### config.mk
export PLATFORM = sky130hd
export DESIGN_NAME = galloping_threshold_prober_flat
export DESIGN_NICKNAME = d
export VERILOG_FILES = /design/src/hw/rtl/gtp_pkg.sv /design/src/hw/rtl/gtp_if.sv /design/src/hw/rtl/galloping_threshold_prober.sv /design/src/hw/rtl/gtp_step_core.sv /design/src/flat_wrapper.sv
export SDC_FILE = /design/constraint.sdc
export NUM_CORES = 1
export LEC_CHECK = 0
export BUFFER_PORTS_ARGS = -buffer_cell sky130_fd_sc_hd__buf_2
export CAP_MARGIN = 5
export CORE_MARGIN = 5
export CORE_UTILIZATION = 30
export DETAILED_ROUTE_END_ITERATION = 8
export HOLD_SLACK_MARGIN = 0.08
export PLACE_DENSITY = 0.54
export REMOVE_ABC_BUFFERS = 1
export SYNTH_ARGS = -nofsm -noshare
export SYNTH_HDL_FRONTEND = slang
export SYNTH_HIERARCHICAL = 1
export SYNTH_SLANG_ARGS = --single-unit
### constraint.sdc
create_clock -name clk -period 7.5 [get_ports clk]
set_clock_uncertainty 0.15 [all_clocks]
set_input_delay 2.25 -clock clk [delete_from_list [all_inputs] [get_ports clk]]
set_output_delay 2.25 -clock clk [all_outputs]
set_load 0.05 [all_outputs]
### src/hw/rtl/gtp_pkg.sv
`default_nettype none

package gtp_pkg;

  typedef logic [1:0] cmd_t;
  typedef logic [1:0] status_t;
  typedef logic [1:0] reason_t;

  localparam cmd_t CMD_PROBE  = 2'd0;
  localparam cmd_t CMD_CENSOR = 2'd1;
  localparam cmd_t CMD_RESET  = 2'd2;

  localparam status_t ST_CHOSEN   = 2'd0;
  localparam status_t ST_CLOSED   = 2'd1;
  localparam status_t ST_INVERTED = 2'd2;

  localparam reason_t RSN_UPPER_MINUS_ONE = 2'd0;
  localparam reason_t RSN_GEOMETRIC       = 2'd1;
  localparam reason_t RSN_MIDPOINT        = 2'd2;

  typedef struct packed {
    status_t status;
    reason_t reason;
  } res_tag_t;

  typedef struct packed {
    logic take;
    logic emit;
  } core_ctl_t;

endpackage

`default_nettype wire

### src/hw/rtl/gtp_if.sv
`default_nettype none

interface gtp_in_if #(parameter int W = 32);
  logic            valid;
  logic            ready;
  gtp_pkg::cmd_t   cmd;
  logic [W-1:0]    lower_bound;
  logic [W-1:0]    upper_bound;

  modport source(output valid, cmd, lower_bound, upper_bound, input ready);
  modport sink(input valid, cmd, lower_bound, upper_bound, output ready);
endinterface

interface gtp_out_if #(parameter int W = 32);
  logic             valid;
  logic             ready;
  logic [W-1:0]     threshold;
  gtp_pkg::status_t status;
  gtp_pkg::reason_t reason;

  modport source(output valid, threshold, status, reason, input ready);
  modport sink(input valid, threshold, status, reason, output ready);
endinterface

`default_nettype wire

### src/hw/rtl/galloping_threshold_prober.sv
// Galloping threshold prober: takes one request per cycle while results are taken
// (cmd 0 probe, 1 censored note, 2 reset, 3 ignored) and returns exactly one result
// per probe, none for the other commands. A request is captured in an input
// register and is evaluated from there against the search state (galloping
// offset, bisection flag, remembered bounds); a probe waits in the input register
// until the result register has room and then loads it, so the sustained rate is
// one request per cycle as long as results are taken. Input ready follows output
// ready combinationally through the single evaluation stage. The channels' width
// parameter must equal BOUND_WIDTH.
`default_nettype none

module galloping_threshold_prober #(
  parameter int BOUND_WIDTH = 32
) (
  input  logic      clk,
  input  logic      rst_n,
  gtp_in_if.sink    in_chan,
  gtp_out_if.source out_chan
);
  import gtp_pkg::*;

  logic                   in_v_r;
  cmd_t                   cmd_r;
  logic [BOUND_WIDTH-1:0] lo_r;
  logic [BOUND_WIDTH-1:0] hi_r;

  logic                   out_v_r;
  logic [BOUND_WIDTH-1:0] thr_r;
  res_tag_t               tag_r;

  logic                   res_room;
  core_ctl_t              ctl;
  logic [BOUND_WIDTH-1:0] thr_c;
  res_tag_t               tag_c;

  assign res_room      = !out_v_r || out_chan.ready;
  assign in_chan.ready = !in_v_r || ctl.take;

  // input register
  always_ff @(posedge clk) begin
    if (!rst_n) begin
      in_v_r <= 1'b0;
    end else if (in_chan.ready) begin
      in_v_r <= in_chan.valid;
    end
  end

  always_ff @(posedge clk) begin
    if (in_chan.ready && in_chan.valid) begin
      cmd_r <= in_chan.cmd;
      lo_r  <= in_chan.lower_bound;
      hi_r  <= in_chan.upper_bound;
    end
  end

  gtp_step_core #(
    .W(BOUND_WIDTH)
  ) u_core (
    .clk        (clk),
    .rst_n      (rst_n),
    .item_valid (in_v_r),
    .cmd        (cmd_r),
    .lo         (lo_r),
    .hi         (hi_r),
    .res_room   (res_room),
    .ctl        (ctl),
    .threshold  (thr_c),
    .tag        (tag_c)
  );

  // result register
  always_ff @(posedge clk) begin
    if (!rst_n) begin
      out_v_r <= 1'b0;
    end else if (res_room) begin
      out_v_r <= ctl.emit;
    end
  end

  always_ff @(posedge clk) begin
    if (ctl.emit) begin
      thr_r <= thr_c;
      tag_r <= tag_c;
    end
  end

  assign out_chan.valid     = out_v_r;
  assign out_chan.threshold = thr_r;
  assign out_chan.status    = tag_r.status;
  assign out_chan.reason    = tag_r.reason;

endmodule

`default_nettype wire

### src/hw/rtl/gtp_step_core.sv
`default_nettype none

module gtp_step_core #(
  parameter int W = 32
) (
  input  logic               clk,
  input  logic               rst_n,
  input  logic               item_valid,
  input  gtp_pkg::cmd_t      cmd,
  input  logic [W-1:0]       lo,
  input  logic [W-1:0]       hi,
  input  logic               res_room,
  output gtp_pkg::core_ctl_t ctl,
  output logic [W-1:0]       threshold,
  output gtp_pkg::res_tag_t  tag
);
  import gtp_pkg::*;

  localparam logic [W:0] OFF_ONE = (W+1)'(1);

  logic         seen_r, seen_nxt;
  logic [W-1:0] klo_r, klo_nxt;
  logic [W-1:0] khi_r, khi_nxt;
  logic [W:0]   off_r, off_nxt;
  logic         bis_r, bis_nxt;

  logic         is_probe;
  logic         fresh;
  logic [W:0]   eff_off;
  logic         eff_bis;
  logic [W-1:0] span;
  logic [W-1:0] mid;
  logic         off_big;
  logic [W-1:0] cand;
  logic         cand_low;

  assign is_probe = (cmd == CMD_PROBE);
  assign fresh    = !seen_r || (lo != klo_r) || (hi != khi_r);
  assign eff_off  = fresh ? OFF_ONE : off_r;
  assign eff_bis  = fresh ? 1'b0 : bis_r;
  assign span     = hi - lo;
  assign mid      = lo + (span >> 1);
  assign off_big  = eff_off > {1'b0, hi};
  assign cand     = hi - eff_off[W-1:0];
  assign cand_low = (cand <= mid) || (cand <= lo);

  always_comb begin
    seen_nxt   = seen_r;
    klo_nxt    = klo_r;
    khi_nxt    = khi_r;
    off_nxt    = off_r;
    bis_nxt    = bis_r;
    ctl.take   = item_valid && (!is_probe || res_room);
    ctl.emit   = 1'b0;
    threshold  = '0;
    tag.status = ST_CHOSEN;
    tag.reason = RSN_UPPER_MINUS_ONE;
    if (ctl.take) begin
      case (cmd)
        CMD_CENSOR: begin
          if (!bis_r) begin
            if (off_r[W]) begin
              bis_nxt = 1'b1;
            end else begin
              off_nxt = {off_r[W-1:0], 1'b0};
            end
          end
        end
        CMD_RESET: begin
          seen_nxt = 1'b0;
          klo_nxt  = '0;
          khi_nxt  = '0;
          off_nxt  = OFF_ONE;
          bis_nxt  = 1'b0;
        end
        CMD_PROBE: begin
          ctl.emit = 1'b1;
          if (lo > hi) begin
            tag.status = ST_INVERTED;
          end else if (lo == hi) begin
            tag.status = ST_CLOSED;
          end else begin
            if (fresh) begin
              seen_nxt = 1'b1;
              klo_nxt  = lo;
              khi_nxt  = hi;
              off_nxt  = OFF_ONE;
              bis_nxt  = 1'b0;
            end
            if (eff_bis) begin
              threshold  = mid;
              tag.reason = RSN_MIDPOINT;
            end else if (off_big || cand_low) begin
              bis_nxt    = 1'b1;
              threshold  = mid;
              tag.reason = RSN_MIDPOINT;
            end else begin
              threshold  = cand;
              tag.reason = (eff_off == OFF_ONE) ? RSN_UPPER_MINUS_ONE : RSN_GEOMETRIC;
            end
          end
        end
        default: begin
        end
      endcase
    end
  end

  always_ff @(posedge clk) begin
    if (!rst_n) begin
      seen_r <= 1'b0;
      klo_r  <= '0;
      khi_r  <= '0;
      off_r  <= OFF_ONE;
      bis_r  <= 1'b0;
    end else begin
      seen_r <= seen_nxt;
      klo_r  <= klo_nxt;
      khi_r  <= khi_nxt;
      off_r  <= off_nxt;
      bis_r  <= bis_nxt;
    end
  end

endmodule

`default_nettype wire

### src/flat_wrapper.sv
// flat-port wrapper written by rule: the top's interface ports become plain ports
module galloping_threshold_prober_flat import gtp_pkg::*;
#(
  parameter int BOUND_WIDTH = 32
)
  (clk, rst_n, in_chan_valid, in_chan_cmd, in_chan_lower_bound, in_chan_upper_bound, in_chan_ready, out_chan_valid, out_chan_threshold, out_chan_status, out_chan_reason, out_chan_ready);
  gtp_in_if #(.W((32))) in_chan_i ();
  gtp_out_if #(.W((32))) out_chan_i ();
  input  logic clk;
  input  logic rst_n;
  input wire logic [$bits(in_chan_i.valid)-1:0] in_chan_valid;
  input wire logic [$bits(in_chan_i.cmd)-1:0] in_chan_cmd;
  input wire logic [$bits(in_chan_i.lower_bound)-1:0] in_chan_lower_bound;
  input wire logic [$bits(in_chan_i.upper_bound)-1:0] in_chan_upper_bound;
  output wire logic [$bits(in_chan_i.ready)-1:0] in_chan_ready;
  output wire logic [$bits(out_chan_i.valid)-1:0] out_chan_valid;
  output wire logic [$bits(out_chan_i.threshold)-1:0] out_chan_threshold;
  output wire logic [$bits(out_chan_i.status)-1:0] out_chan_status;
  output wire logic [$bits(out_chan_i.reason)-1:0] out_chan_reason;
  input wire logic [$bits(out_chan_i.ready)-1:0] out_chan_ready;
  assign in_chan_i.valid = in_chan_valid;
  assign in_chan_i.cmd = in_chan_cmd;
  assign in_chan_i.lower_bound = in_chan_lower_bound;
  assign in_chan_i.upper_bound = in_chan_upper_bound;
  assign in_chan_ready = in_chan_i.ready;
  assign out_chan_valid = out_chan_i.valid;
  assign out_chan_threshold = out_chan_i.threshold;
  assign out_chan_status = out_chan_i.status;
  assign out_chan_reason = out_chan_i.reason;
  assign out_chan_i.ready = out_chan_ready;
  galloping_threshold_prober #(.BOUND_WIDTH(BOUND_WIDTH)) u_core (.clk(clk), .rst_n(rst_n), .in_chan(in_chan_i), .out_chan(out_chan_i));
endmodule
==> key figures <==
Outcome
  – Outcome: complete, no violations

Worst setup path
  – Max FO, Critical Path: 6
  – FF-to-FF End: u_core/out_chan.threshold[20]$_DFFE_PP_
  – Crit path max-delay cell type: or4_4
  – Worst path required time: 7780 ps
  – Critical R2R Launch: u_core/hi_r[21]$_DFFE_PP_
  – Reg2reg path depth: 32
  – Largest stage delay, worst path: about 550 ps
  – Reg2Reg Setup Slack: 220 ps
  – Crit Path Class: flop to flop
  – Crit path arrival time: 7560 ps
  – Startpoint types: flop
  – Critical path capture point type: flop

Synth
  – Xor and xnor area share after synthesis: a little under 7%
  – Yosys warns: 6
  – Post-Synth Simple-Gate Area: between 15 and 20%
  – Top cells by area, synth: edfxtp_1 19%, ha_1 15%, dfxtp_1 13%
  – Adder-cell share of the synthesized area: between 10% and 20%
  – Area leader, netlist: edfxtp_1
  – Area share of the largest cell type after synthesis: about a fifth
  – Ys flop type: edfxtp_1
  – Largest family of logic cells by synthesized area: compound AO/OA/AOI/OAI gates
  – Syn avg cell area: just under 9 sq um
  – Post-synth EDFFs: ~100
  – Synth Instances: between 1500 and 2000
  – Post-synthesis instance area: around 16000 sq um
  – Post-synthesis sequential area ratio: approximately a third
  – Compound-Gate Fraction of Synth Area: between 20% and 30%
  – Mux cell area share after synthesis: less than 1%
  – Unique masters post-synth: 73
  – Ys async rst share: 0%
  – Yosys reg bits: a little over 200

Global routing
  – First-pass GRT wire length: 86.8 mm
  – Initial antenna violation count: 1
  – Largest net degree at the start of global routing: 68
  – Number of global-route vias before repair: 14249
  – Total gr overflow: 0
  – Total track usage: between 10% and 20%

Floorplanning
  – Starting Density: a little under a third
  – FP Rows: 84
  – Die area: around 57000 sq um
  – Die X: 239 microns
  – CORE AREA: about 52000 sq um
  – Die Height: about 240 microns
  – # IOs: between 100 and 150

Clocking
  – CTS tree: built
  – Post-CTS Hold Buffers: 0
  – H-tree depth: 1
  – CTS Root Cell: clkbuf_16
  – Clock Pin Slew Worst Setup and Hold Paths: 60 ps
  – Total CTS buffers: 26
  – Clock Latency Late Sink: approximately 570 ps
  – Max Buffers Root-to-Sink: 3
  – Clock Sinks: approximately 200

STA
  – Tcrit/Tclk final: approximately 97%
  – Worst-Margin Slew: approximately 1200 ps
  – Period minus WS final: around 7300 ps
  – Final setup viols: 0
  – Max Clk Rate: between 100 and 150 MHz
  – Hold Vio Cnt, Final: 0
  – Final Max Slew Viols: 0
  – Final WS setup: roughly 220 ps
  – Slew headroom: between 20% and 30%

Worst hold path
  – Hold Path Sink: u_core/u_core/seen_r$_SDFFE_PN0P_
  – Min-Delay Path Depth: 2
  – Hold Startpoint: u_core/u_core/seen_r$_SDFFE_PN0P_
  – Hold Path Class: flop to flop

Power
  – PwrDens: between 200 and 250 nW/um^2
  – Worst vdd ir: 0.155 mV
  – Pleak: ~9.1 nW

Layout
  – Most frequent cells in the layout: 221 x buf_4, 188 x nand2_1, 188 x ha_1
  – Layout cells sized above 1: 21.6%
  – Final Core Density: 37.9%
  – Synthesis-to-layout area growth: 25.8%
  – Commonest non-fill, non-tap cell in the layout: buf_4
  – Nets@finish: 2342
  – ANT cells: 0

Route
  – ANT nets after route: 0
  – First-pass detailed-route iteration total: 6
  – Avg WL per Cell: ~21 microns
  – Iteration-0 DRC Markers: a little over 1000
  – Vias: between 10000 and 15000
  – WL final: between 50 and 60 mm
  – Number of vias per cell: 5.22
  – # DRC: 0

Placed design
  – Placer Congestion: about 0.95
  – Port bufs: between 100 and 150
  – DP Worst Slack: -445 ps
  – DPL Wire Length: 46.9 mm

Flow run
  – MaxCap Viol Count: 0
-- Yosys cell counts, drive strengths merged (38+ instances only) --
cell type,instances
a21oi,111
xor2,57
dfxtp,101
xnor2,68
nand3,80
inv,144
ha,190
nand2,188
nor2,87
o21ai,61
edfxtp,102
a21o,77
a21boi,72
nand4,38
-- worst max path at each step --
stage,startpoint,endpoint,slack [ps],cells after the start
after floorplan,u_core/hi_r[21]$_DFFE_PP_,u_core/out_chan.threshold[20]$_DFFE_PP_,-620,27
after global placement,u_core/hi_r[25]$_DFFE_PP_,u_core/out_chan.threshold[24]$_DFFE_PP_,-220,29
after detailed placement,u_core/hi_r[25]$_DFFE_PP_,u_core/out_chan.threshold[13]$_DFFE_PP_,-440,29
after CTS,u_core/hi_r[28]$_DFFE_PP_,u_core/out_chan.threshold[13]$_DFFE_PP_,2,30
after global routing,u_core/hi_r[21]$_DFFE_PP_,u_core/out_chan.threshold[20]$_DFFE_PP_,-80,30
final,u_core/hi_r[21]$_DFFE_PP_,u_core/out_chan.threshold[20]$_DFFE_PP_,220,32
-- final cells by class --
cell class	instances	area [sq um]
clock buffers	38	830
multi-input cells	1372	10100
fillers	5344	32500
well taps	688	861
clock inverters	10	85.1
flip-flops and latches	203	5080
inverters	144	541
repair buffers	332	2260
-- registers in the layout, indices dropped and copies added (netlist names) --
register and count:
u_core/in_v_r 1, u_core/out_chan.status 2, u_core/lo_r 32, u_core/u_core/bis_r 1, u_core/hi_r 32, u_core/u_core/seen_r 1
u_core/out_chan.valid 1, u_core/u_core/klo_r 32, u_core/out_chan.threshold 32, u_core/out_chan.reason 2, u_core/u_core/khi_r 32, u_core/u_core/off_r 33
u_core/cmd_r 2
-- cells by family after synthesis --
logic type,count (synthesis)
AND/OR/NAND/NOR,519
adder cells (fa/ha/maj),193
XOR/XNOR,125
buffers and inverters,214
AO/OA/AOI/OAI,520
flip-flops,203
multiplexers,15
-- metal layers --
layer,global-route usage (%),wire length (microns)
met2,32.8,27200
met4,4.82,1510
met5,0,0
met3,2.00,2880
met1,27.9,27500
-- critical path, delay by kind of cell (launching register included) --
kind	cells	cell delay (ps)
buffers and inverters	6	820
adders and majority gates	2	470
xor gates and xnor gates	1	350
and+or+nand+nor	13	2960
AOI/OAI and AO/OA	10	1980
DFF	1	390
-- timing repair --
action / CTS / global route
gates cloned: 0 / 1
endpoints found under the setup margin: 35 / 35
gates resized for setup: 6 / 62
pin swaps: 1 / 24
buffers inserted: 3 / 10
-- stage by stage --
| step | instance area (sq um) | total power, mW | hold WS [ps] | instances | setup TNS (ps) |
|---|---|---|---|---|---|
| 6_report | 19800 | 4.38 | 320 | 2787 | 0 |
| 5_1_grt | 19800 | 4.64 | 347 | 2787 | -112 |
| 4_1_cts | 19400 | 4.37 | 317 | 2776 | 0 |
| 3_5_place_dp | 18400 | 3.01 | 309 | 2725 | -12540 |
| 3_3_place_gp | 18400 | 2.99 | 301 | 2725 | -5490 |
| 2_1_floorplan | 15400 | 2.40 | 290 | 1719 | -5600 |
-- power breakdown --
part	leakage [nW]	total (mW)	internal (mW)	switching [mW]
clock	0.446	1.33	0.799	0.529
combinational	6.87	1.76	0.768	0.993
sequential	1.73	1.29	1.23	0.0601
total	9.05	4.38	2.79	1.58
Note: power is estimated with default switching activity, not from simulation.
